**config.mk**
```make
export PLATFORM = sky130hd
export DESIGN_NAME = bcs_front
export DESIGN_NICKNAME = d
export VERILOG_FILES = /design/src/hdl/bcs_pkg.sv /design/src/hdl/bcs_front.sv
export SDC_FILE = /design/constraint.sdc
export NUM_CORES = 1
export LEC_CHECK = 0
export BUFFER_PORTS_ARGS = -buffer_cell sky130_fd_sc_hd__buf_4
export CAP_MARGIN = 30
export CELL_PAD_IN_SITES_DETAIL_PLACEMENT = 0
export CELL_PAD_IN_SITES_GLOBAL_PLACEMENT = 2
export CORE_MARGIN = 5
export CORE_UTILIZATION = 11
export DETAILED_ROUTE_END_ITERATION = 8
export GPL_TIMING_DRIVEN = 0
export PLACE_DENSITY = 0.88
export SYNTH_ARGS = -nofsm -noshare
export SYNTH_HDL_FRONTEND = slang
export SYNTH_SLANG_ARGS = --single-unit
```
**constraint.sdc**
```tcl
create_clock -name clock -period 2.1 [get_ports clock]
set_input_delay 0.21 -clock clock [delete_from_list [all_inputs] [get_ports clock]]
set_output_delay 0.21 -clock clock [all_outputs]
set_load 0.03 [all_outputs]
```
**src/hdl/bcs_pkg.sv**
```systemverilog
// Shared types, widths and fixed-point helpers for the banded Cholesky solver.
`default_nettype none
package bcs_pkg;

   localparam int IDX_W = 6;
   localparam int FRAC_BITS = 16;

   typedef struct packed {
      logic signed [31:0] band_diag;
      logic signed [31:0] band_off_one;
      logic signed [31:0] band_off_two;
      logic signed [31:0] rhs_value;
      logic               last_frame;
   } req_type;

   typedef struct packed {
      logic signed [31:0] solution;
      logic [IDX_W-1:0]   frame_index;
      logic               pivot_error;
      logic               last_result;
   } rsp_type;

   typedef struct packed {
      req_type          frame;
      logic [IDX_W-1:0] index;
      logic             take;
   } cmd_type;

   localparam logic signed [31:0] Q_MAX = 32'sh7fff_ffff;
   localparam logic signed [31:0] Q_MIN = -32'sh7fff_ffff - 32'sh1;

   function automatic logic signed [31:0] qmul_sat(input logic signed [63:0] prod);
      logic signed [63:0] shifted;
      logic signed [31:0] res;
      shifted = prod >>> FRAC_BITS;
      if (shifted > 64'(Q_MAX)) res = Q_MAX;
      else if (shifted < 64'(Q_MIN)) res = Q_MIN;
      else res = shifted[31:0];
      return res;
   endfunction

endpackage
`default_nettype wire

```
**src/hdl/bcs_front.sv**
```systemverilog
// Front end: accepts frames, numbers them within the run and marks the ones to store.
`default_nettype none
module bcs_front #(
   parameter int MAX_FRAMES = 64
) (
   input  wire logic            clock,
   input  wire logic            reset,
   input  wire logic            req_push,
   output logic                 req_full,
   input  wire bcs_pkg::req_type req_data,
   input  wire logic            q_full,
   output logic                 q_push,
   output bcs_pkg::cmd_type     q_data
);
   localparam int CW = $clog2(MAX_FRAMES + 1);

   logic [CW-1:0] cnt_ff, cnt_in;
   logic          take;

   assign req_full = q_full;
   assign q_push   = req_push && !q_full;
   assign take     = cnt_ff < CW'(MAX_FRAMES);

   always_comb begin
      q_data.frame = req_data;
      q_data.index = bcs_pkg::IDX_W'(cnt_ff);
      q_data.take  = take;
   end

   always_comb begin
      cnt_in = cnt_ff;
      if (q_push) begin
         if (req_data.last_frame) cnt_in = '0;
         else if (take) cnt_in = cnt_ff + CW'(1);
      end
   end

   always_ff @(posedge clock) begin
      if (reset) begin
         cnt_ff <= '0;
      end else begin
         cnt_ff <= cnt_in;
      end
   end
endmodule
`default_nettype wire

```
==> impl_metrics.tcl <==
set metrics [dict create \
    io_buffers 142 \
    final_max_slew_viol_count 0 \
    drc 0 \
    cts_max_level 1 \
    io_pins 271 \
    synth_seq_area_share_pct 9.79 \
    finalCritPeriodShare_pct 65.9 \
    syn_nets 315 \
    yosysMostFrequentCell "buf_4" \
    cts_root_buf "clkbuf_16" \
    synth_common_cells "buf_4, dfxtp_1, inv_1, nand3b_1" \
    nets 462 \
    num_antenna_cells 0 \
    numCtsBuffers 3 \
    path_clk_slew_ns 0.04 \
    postCtsSetupBuffers 0 \
    max_cap_viol_count 0 \
    drt_iter0_drc 15 \
    yosysWarnings 0 \
    synthCells 181 \
    synth_area_leader_cell "buf_4" \
    fp.dieW_um 124 \
    synthArstFlopShare_pct 0 \
    r2r_setup_slack_ns 0.72 \
    viasPerCell 3.02 \
    grt_start_max_net_pins 10 \
    pwr_density_cell_nw_per_um2 415 \
    fillers 1388 \
    die_area_um2 15400 \
    drt-total-wl_um 4980 \
    slew_headroom_pct 69.4 \
    synth_top_area_share_pct 71.9 \
    drive_gt1_share_pct 87.5 \
    start_util_pct 11.3 \
    status "finished, final reports clean" \
    routabilityCongestion 0.684 \
    crit_path_start_kind "flop" \
    rows 41 \
    dp_hpwl_um 4700 \
    hold_path_depth 2 \
    wl_per_cell_um 9.97 \
    synthToLayoutAreaGrowth_pct 95.0 \
    clockBufferDepth 2 \
    largestRegisters "cnt_ff (7)" \
    synth_area_per_cell_um2 7.91 \
    cts_hold_buf 0 \
    grtUsageTotal_pct 4.90 \
    skew_ns 0.000320 \
    reg2reg_from "cnt_ff[0]" \
    max_freq_mhz 722 \
    min_period_ns 1.38 \
    critPathMaxFanout 5 \
    endpoint_kind "flop" \
    place_ws_ns 0.720 \
    arrival_ns 1.55 \
    grt_pass1_vias 1452 \
    route.vias.total 1506 \
    crit_slowest_cell "or4_1" \
    antenna_left 0 \
    finalWorstSetupSlack_ns 0.716 \
    critical_path.max_stage_delay_ns 0.50 \
    cp_cell_sequence "ha_1, inv_1, or4_1, a21oi_1" \
    rsz0062_at_grt "no" \
    cts_tree "built" \
    hold_viol_final 0 \
    hold_end "cnt_ff[0]" \
    fp.coreArea_um2 12700 \
    antenna_found_initial 0 \
    setup_viol 0 \
    ys_top_cells_by_area "buf_4, dfxtp_1, mux2i_1" \
    dr.pass1.iters 4 \
    leakagePower_nw 1.53 \
    largest_register_ffs 7 \
    grt_first_pass_wirelength_um 6110 \
    tns_ns 0 \
    peakVddDrop_v 0.000167 \
    ys_ff_latch 7 \
    r2r_end "cnt_ff[2]" \
    synth_area_um2 1430 \
    top_register "cnt_ff" \
    cp-startpoint "cnt_ff[0]" \
    reg2reg_depth 4 \
    hold_path_class "in2reg" \
    worstHoldStart "reset" \
    critical_path_class "reg2reg" \
    tightest_slew_ns 0.458 \
    cts_resized 0 \
    clock-sinks 7 \
    overflow 0 \
    synthDistinctLibCells 23 \
    crit_required_ns 2.27 \
    fp.dieH_um 124 \
    clock_latency_ns 0.23 \
    synth_edf_count 0 \
    synth_ff_type "dfxtp_1" \
]
-- where the power goes --
| part | internal [mW] | switching, mW | total (mW) |
|---|---|---|---|
| Clock | 0.253 | 0.0774 | 0.331 |
| Sequential | 0.135 | 0.00145 | 0.136 |
| Combinational | 0.328 | 0.365 | 0.692 |
-- how the worst max path moves through the flow --
stage	end	slack [ns]	depth (start not counted)
after floorplan	cnt_ff[2]	0.85	4
after global routing	cnt_ff[2]	0.62	4
after global placement	cnt_ff[2]	0.76	4
final	cnt_ff[2]	0.72	4
after CTS	cnt_ff[2]	0.70	4
after detailed placement	cnt_ff[2]	0.72	4
-- per-layer routing --
layer / part of all wire (%) / vias up / global-route usage, %
met4: 2.4 / 0 / 2.67
li1: - / 730 / -
met2: 57 / 143 / 10.5
met5: 0 / - / 0
met3: 15 / 9 / 0.772
met1: 26 / 624 / 4.13
-- cell usage in the layout (no fill, tap or decap) --
cell type  count
nor4_1         2
or3b_1         3
nor4b_2        1
nand2b_1       1
nand4_1        1
o31ai_1        1
ha_1           1
dfxtp_1        7
a41oi_1        1
and3_1         1
clkbuf_16      3
o21ai_0        2
buf_4        279
nor2_1         1
inv_2          1
clkbuf_1       1
or4_1          2
nand2b_4       1
buf_6          1
mux2i_1        3
a21oi_1        3
inv_1          4
nor2b_1        1
nand3b_1       4
nand2_1        2
-- metrics by stage --
step / cell area, µm² / hold slack, ns / util, % / instances / power, mW
after floorplan: 1430 / 0.279 / - / 181 / 0.622
after global placement: 2710 / 0.434 / 21.4 / 495 / 0.836
after detailed placement: 2710 / 0.442 / 21.4 / 495 / 0.839
final: 2790 / 0.196 / 22.0 / 499 / 1.16
after CTS: 2790 / 0.199 / 22.0 / 499 / 1.17
after global routing: 2790 / 0.200 / 22.0 / 499 / 1.21
-- area by class of cell --
| class | count | area [µm²] | share of cell area, % |
|---|---|---|---|
| multi-input cells | 31 | 233 | 8.34 |
| inverters | 5 | 18.8 | 0.672 |
| plain buffers | 138 | 1040 | 37.2 |
| clock buffers | 4 | 78.8 | 2.82 |
| flip-flops and latches | 7 | 140 | 5.02 |
| repair buffers | 142 | 1070 | 38.2 |
| well taps | 172 | 215 | 7.71 |
-- cell families after synthesis --
group	synth area share, %
mux	2.10
buf+inv	74.0
fa+ha+maj	0.874
compound gates	2.88
flops	9.79
simple gates	10.4
-- critical path: cells and delay by family (launching register included) --
| kind | cells | cell delay (ns) |
|---|---|---|
| fa+ha+maj | 1 | 0.21 |
| buf+inv | 1 | 0.07 |
| simple gates | 1 | 0.50 |
| compound gates | 1 | 0.15 |
| flops | 1 | 0.40 |
No activity file was read; power rests on OpenSTA's default activity.
