--- config.mk ---
export PLATFORM = sky130hd
export DESIGN_NAME = bcs_queue
export DESIGN_NICKNAME = d
export VERILOG_FILES = /design/src/hdl/bcs_pkg.sv /design/src/hdl/bcs_queue.sv
export SDC_FILE = /design/constraint.sdc
export NUM_CORES = 1
export LEC_CHECK = 0
export BUFFER_PORTS_ARGS = -buffer_cell sky130_fd_sc_hd__buf_2
export CAP_MARGIN = 20
export CORE_ASPECT_RATIO = 2
export CORE_UTILIZATION = 47
export DETAILED_ROUTE_END_ITERATION = 8
export PLACE_DENSITY = 0.73
export SLEW_MARGIN = 5
export SYNTH_ARGS = -nofsm -noshare
export SYNTH_HDL_FRONTEND = slang
export SYNTH_SLANG_ARGS = --single-unit
--- constraint.sdc ---
create_clock -name clock -period 4.6 [get_ports clock]
set_input_delay 0.92 -clock clock [delete_from_list [all_inputs] [get_ports clock]]
set_output_delay 0.92 -clock clock [all_outputs]
set_load 0.02 [all_outputs]
--- src/hdl/bcs_pkg.sv ---
// Shared types, widths and fixed-point helpers for the banded Cholesky solver.
`default_nettype none
package bcs_pkg;

   localparam int IDX_W = 6;
   localparam int FRAC_BITS = 16;

   typedef struct packed {
      logic signed [31:0] band_diag;
      logic signed [31:0] band_off_one;
      logic signed [31:0] band_off_two;
      logic signed [31:0] rhs_value;
      logic               last_frame;
   } req_type;

   typedef struct packed {
      logic signed [31:0] solution;
      logic [IDX_W-1:0]   frame_index;
      logic               pivot_error;
      logic               last_result;
   } rsp_type;

   typedef struct packed {
      req_type          frame;
      logic [IDX_W-1:0] index;
      logic             take;
   } cmd_type;

   localparam logic signed [31:0] Q_MAX = 32'sh7fff_ffff;
   localparam logic signed [31:0] Q_MIN = -32'sh7fff_ffff - 32'sh1;

   function automatic logic signed [31:0] qmul_sat(input logic signed [63:0] prod);
      logic signed [63:0] shifted;
      logic signed [31:0] res;
      shifted = prod >>> FRAC_BITS;
      if (shifted > 64'(Q_MAX)) res = Q_MAX;
      else if (shifted < 64'(Q_MIN)) res = Q_MIN;
      else res = shifted[31:0];
      return res;
   endfunction

endpackage
`default_nettype wire

--- src/hdl/bcs_queue.sv ---
// Two-entry queue between the front end and the solve engine.
`default_nettype none
module bcs_queue (
   input  wire logic             clock,
   input  wire logic             reset,
   input  wire logic             push,
   input  wire bcs_pkg::cmd_type data_in,
   output logic                  full,
   input  wire logic             pop,
   output logic                  empty,
   output bcs_pkg::cmd_type      data_out
);
   bcs_pkg::cmd_type slot_ff [2];
   logic       wr_ptr_ff, rd_ptr_ff;
   logic [1:0] cnt_ff;
   logic       do_push, do_pop;

   assign full     = cnt_ff == 2'd2;
   assign empty    = cnt_ff == 2'd0;
   assign data_out = slot_ff[rd_ptr_ff];
   assign do_push  = push && !full;
   assign do_pop   = pop && !empty;

   always_ff @(posedge clock) begin
      if (reset) begin
         wr_ptr_ff <= 1'b0;
         rd_ptr_ff <= 1'b0;
         cnt_ff    <= 2'd0;
      end else begin
         if (do_push) wr_ptr_ff <= !wr_ptr_ff;
         if (do_pop) rd_ptr_ff <= !rd_ptr_ff;
         if (do_push && !do_pop) cnt_ff <= cnt_ff + 2'd1;
         else if (do_pop && !do_push) cnt_ff <= cnt_ff - 2'd1;
      end
   end

   always_ff @(posedge clock) begin
      if (do_push) slot_ff[wr_ptr_ff] <= data_in;
   end
endmodule
`default_nettype wire

==> metrics.csv, run 1 <==
metric,value,unit
status,completed,
die extent in y,210.1,um
Setup Viol. Count Final,0,
worst min path class,flop to flop,
CTS H-tree lvls,1,
fmax,0.2955,GHz
Final Hold Viols,0,
RSZ-0062 raised after global routing,false,
GR Util All Layers,0.1811,
post-CTS sizing,0,
cell family contributing the most delay on the critical path,flip-flops,
Slew @ Worst Pin,0.8416,ns
placed instance count,983,
Final min period,3.385,ns
root buf cell,clkbuf_16,
setup TNS,0,ns
CTS tree,yes,
"Warnings, synthesis",0,
Pwr Total,7061,uW
clk slew on worst S/H paths,0.06,ns
Syn Inst Count,448,
"Hold-fix buffers, CTS",0,
Sw Share,0.3030,
Pint,4921,uW
WL/cell,20.04,um
Final Slew Violations,0,
final period utilization,0.7358,
layout cells sized above 1,0.5968,
Via density,5.067,
placed inst area,11870,um^2
core area,21110,um^2
P_sw,2140,uW
PortBufs,277,
RD Place Congestion,0.8008,
crit path buf inv count,2,
critical path's slowest cell,dfxtp_4,
row count,75,
area growth from synthesis to layout,23.23,%
CP Launch Type,flop,
CP arrival,2.46,ns
crit path cell chain,"buf_4, mux2_4, buf_2",
Remaining DRCs,0,
worst clock skew,0.009749,ns
DRT iter0 DRCs,193,
largest net degree at the start of global routing,84,
"Seq/Total Area, Yosys",0.8122,
Clk pwr share,0.245,
Comb pwr share,0.282,
flop and latch count out of synthesis,277,
Routed WL,20660,um
Initial Util,0.4821,
mean area per synthesized cell,22.72,um^2
post-layout util,0.5941,
GRT Residual Overflow,0,
worst rel slew slack,0.4389,
CTS Sinks,277,
max-cap viol count,0,
global-route wire length before repair,29860,um
Die Area,22290,um^2
Skew-Pair Late Insertion Delay,0.51,ns
die width,106.1,um
initial antenna violation count,10,
Leakage,0.004713,uW
CP max FO,60,
Reg power frac,0.472,
fin area,12540,um^2
setup bufs post-CTS,0,
vias in the first global route,5854,
Num CTS Buffers,23,
TritonRoute pass-1 iters,4,
synthesized net count,589,
CTS max path bufs,3,
crit-path max cell delay,0.90,ns
post-layout net count,880,
"Cell Area, Synth",10180,um^2
Worst setup EP type,output port,
critical path class,flop to output port,
Post-DP HPWL,14270,um
Vias,5224,
I/O pin count,278,
"Cell Count, Final, Fillers Out",1031,
Cell Pwr Density,562.9,nW/um^2
ANT nets after route,0,
fill count,1589,
synth unique cells,15,
"Data required, critical path",3.68,ns
Worst VDD drop,586.8,uV
-- layer usage --
| metal | vias to the layer above | track usage | wire length (um) |
|---|---|---|---|
| met5 | - | 0 | 28 |
| met4 | 4 | 0.1221 | 1183 |
| met3 | 71 | 0.03834 | 1226 |
| met2 | 228 | 0.3480 | 11770 |
| met1 | 2552 | 0.1644 | 6451 |
| li1 | 2369 | - | - |
-- path summary, 6_finish.rpt --
check	from	endpoint	slack, ns	cells past startpoint
max	flop	data_out[92]	1.22	3
min	wr_ptr_ff	wr_ptr_ff	0.51	2
max reg2reg	cnt_ff[0]	slot_ff[0][29]	2.27	4
min reg2reg	wr_ptr_ff	wr_ptr_ff	0.51	2
-- worst register-to-register path: stages, from the launching register on --
cell	delay, ns
dfxtp_1	0.43
nor2b_2	0.09
or3_1	0.40
inv_6	0.60
buf_12	0.43
-- power groups by stage --
stage                     Sequential (uW)  Clock [uW]  Combinational [uW]
final                                3330        1730                1990
after global routing                 3370        1860                2100
after CTS                            3340        1780                2020
after detailed placement             3400           0                2020
after global placement               3370           0                1990
after floorplan                      3310           0                1470
-- cell usage in the layout (no fill, tap or decap), drive strengths merged --
cell      instances
a21oi             2
and2              1
buf             281
clkbuf           27
clkinv           11
clkinvlp          2
dfxtp             5
diode             8
edfxtp          272
ha                1
inv               2
mux2            136
nor2              5
nor2b             1
o21ai             3
or3               2
xor2              3
-- cell usage after synthesis (all sizes together) --
cell,number,area (um^2)
or3,2,12.51
mux2,136,1682
inv,2,7.510
nor2b,1,8.760
o21ai,3,15.01
nor2,5,18.77
xor2,3,26.28
edfxtp,272,8168
a21oi,2,10.01
and2,1,6.260
buf,15,112.6
dfxtp,5,100.1
ha,1,12.51
-- cells by family (layout without fill, tap and decap cells) --
logic type,Yosys count,count (layout),synth area share
mux,136,136,0.1652
simple gates,9,9,0.004548
other cells,0,8,0
compound gates,5,5,0.002458
flops,277,277,0.8122
buf+inv,17,323,0.01180
fa+ha+maj,1,1,0.001229
xor+xnor,3,3,0.002582
-- layout make-up --
| class | instances | area (um^2) | share of cell area |
|---|---|---|---|
| inverter | 2 | 12.51 | 0.0009974 |
| antenna | 8 | 20.02 | 0.001596 |
| clock buffer | 27 | 590.6 | 0.04708 |
| multi-input combinational | 154 | 1794 | 0.1430 |
| tap | 269 | 336.6 | 0.02683 |
| timing repair buffer | 281 | 1454 | 0.1159 |
| clock inverter | 13 | 65.06 | 0.005187 |
| sequential | 277 | 8272 | 0.6594 |
-- metrics by stage --
step	hold slack, ns	setup WS (ns)
finish	0.5076	1.215
global route	0.5564	1.081
CTS	0.5094	1.154
detailed placement	0.4924	1.697
global placement	0.4721	1.760
floorplan	0.4516	0.1506
-- registers in the layout (all words and copies together), names as in the netlist, named ones only --
register   cells
slot_ff      272
cnt_ff         2
rd_ptr_ff      1
wr_ptr_ff      1
(Power assumes the default switching activity.)
==> run 2, diff against run 1 <==
- CORE_UTILIZATION: 47 -> 52
- PLACE_DENSITY: 0.73 -> 0.76
- clock period: 4.6 -> 3.34 ns (I/O delays scaled with it)
==> run 2 against run 1 <==
Net effect: first-iteration DRC count down 5.2%; combinational power up 44%; setup slack worse by 0.41 ns.
==> metrics.csv, run 2 (same netlist as run 1, synthesis figures left out) <==
metric,value,unit
crit path cell chain,"buf_12, mux2_2, buf_2",
"Hold-fix buffers, CTS",0,
die width,100.9,um
die extent in y,199.9,um
Num CTS Buffers,23,
post-layout net count,882,
root buf cell,clkbuf_16,
TritonRoute pass-1 iters,4,
Cell Pwr Density,771.7,nW/um^2
Worst VDD drop,620.4,uV
Largest register FFs,272,
WL/cell,19.28,um
vias in the first global route,5586,
GR Util All Layers,0.1872,
max-cap viol count,0,
clk slew on worst S/H paths,0.07,ns
Skew-Pair Late Insertion Delay,0.50,ns
largest net degree at the start of global routing,100,
Leakage,0.004716,uW
largest registers,"slot_ff: 272 flops, cnt_ff: 2 flops",
Initial Util,0.5280,
initial antenna violation count,15,
CP Launch Type,flop,
"Data required, critical path",2.67,ns
CP arrival,1.87,ns
"commonest non-fill, non-tap cell in the layout",buf_2,
I/O pin count,278,
DRT iter0 DRCs,183,
GRT Residual Overflow,0,
Final min period,2.535,ns
placed inst area,11900,um^2
Post-DP HPWL,13410,um
Final Hold Viols,0,
ANT nets after route,0,
critical path's slowest cell,mux2_2,
CTS max path bufs,3,
Worst setup EP type,output port,
post-CTS sizing,0,
core area,19280,um^2
fmax,0.3946,GHz
crit path buf inv count,2,
crit-path max cell delay,0.42,ns
RD Place Congestion,0.7716,
worst rel slew slack,0.5992,
Via density,5.076,
final period utilization,0.7588,
Remaining DRCs,0,
setup TNS,0,ns
most frequent cells in the layout,"buf_2 (277), edfxtp_1 (272), mux2_2 (96)",
CTS tree,yes,
Die Area,20170,um^2
Biggest register,slot_ff,
worst clock skew,0.01027,ns
PortBufs,277,
Routed WL,19730,um
Slew @ Worst Pin,0.6012,ns
global-route wire length before repair,27780,um
setup bufs post-CTS,0,
critical path class,flop to output port,
layout cells sized above 1,0.5957,
cell family contributing the most delay on the critical path,buffers and inverters,
CTS H-tree lvls,1,
CP max FO,71,
row count,72,
worst min path class,input port to flop,
fin area,12550,um^2
RSZ-0062 raised after global routing,false,
area growth from synthesis to layout,23.30,%
Vias,5193,
status,completed,
CTS Sinks,277,
Final Slew Violations,0,
Setup Viol. Count Final,0,
==> run 2: changes by cell type in the layout (fill, tap and decap cells not counted), sizes merged <==
cell and change:
clkinv -3, clkbuf +1, inv -1, buf +2, clkinvlp -1, diode +4
==> run 2: report_power, final <==
group / leakage [uW] / internal, uW / switching (uW) / total [uW]
sequential: 0.00258 / 4370 / 120 / 4490
clock: 0.000307 / 1250 / 1090 / 2340
combinational: 0.00183 / 1160 / 1700 / 2860
total: 0.00472 / 6780 / 2910 / 9690
==> run 2: stage by stage <==
stage,std cells,power (uW),setup WS [ns],util,hold slack [ns]
3_3_place_gp,975,7370,1.127,0.6170,0.4739
3_5_place_dp,975,7460,1.076,0.6170,0.4914
6_report,1023,9686,0.8055,0.6511,0.3503
5_1_grt,1020,10070,0.7367,0.6507,0.3340
2_1_floorplan,448,6574,0.05811,-,0.4516
4_1_cts,1011,9804,0.7663,0.6495,0.3283
==> run 2: final timing paths <==
kind / from / to / slack (ns) / cells after the start
max reg2reg: cnt_ff[0] / slot_ff[1][39] / 1.39 / 4
max: flop / data_out[51] / 0.81 / 3
min: data_in[32] / slot_ff[0][32] / 0.35 / 1
min reg2reg: wr_ptr_ff / wr_ptr_ff / 0.52 / 2
==> run 2: layer usage <==
layer | track usage | routed length [um] | share of wire | vias up
met2 | 0.3577 | 11290 | 0.57 | 202
met1 | 0.1703 | 6171 | 0.31 | 2552
li1 | - | - | - | 2368
met4 | 0.1133 | 905 | 0.046 | 8
met5 | 0 | 44 | 0.0022 | -
met3 | 0.05049 | 1319 | 0.067 | 63
==> run 2: cell type report <==
cell class                      instances  area (um^2)
Antenna cell                           12        30.03
Clock buffer                           28        594.3
Clock inverter                          8        32.53
Fill cell                            1355         6726
Inverter                                2        11.26
Multi-Input combinational cell        154         1794
Sequential cell                       277         8272
Tap cell                              259        324.1
Timing Repair Buffer                  283         1494
==> run 2: worst reg2reg max path, stage by stage, from the launching register on <==
cell     delay (ns)
dfxtp_1        0.44
nor2b_2        0.10
nor2_1         0.15
and2_4         0.50
buf_12         0.38
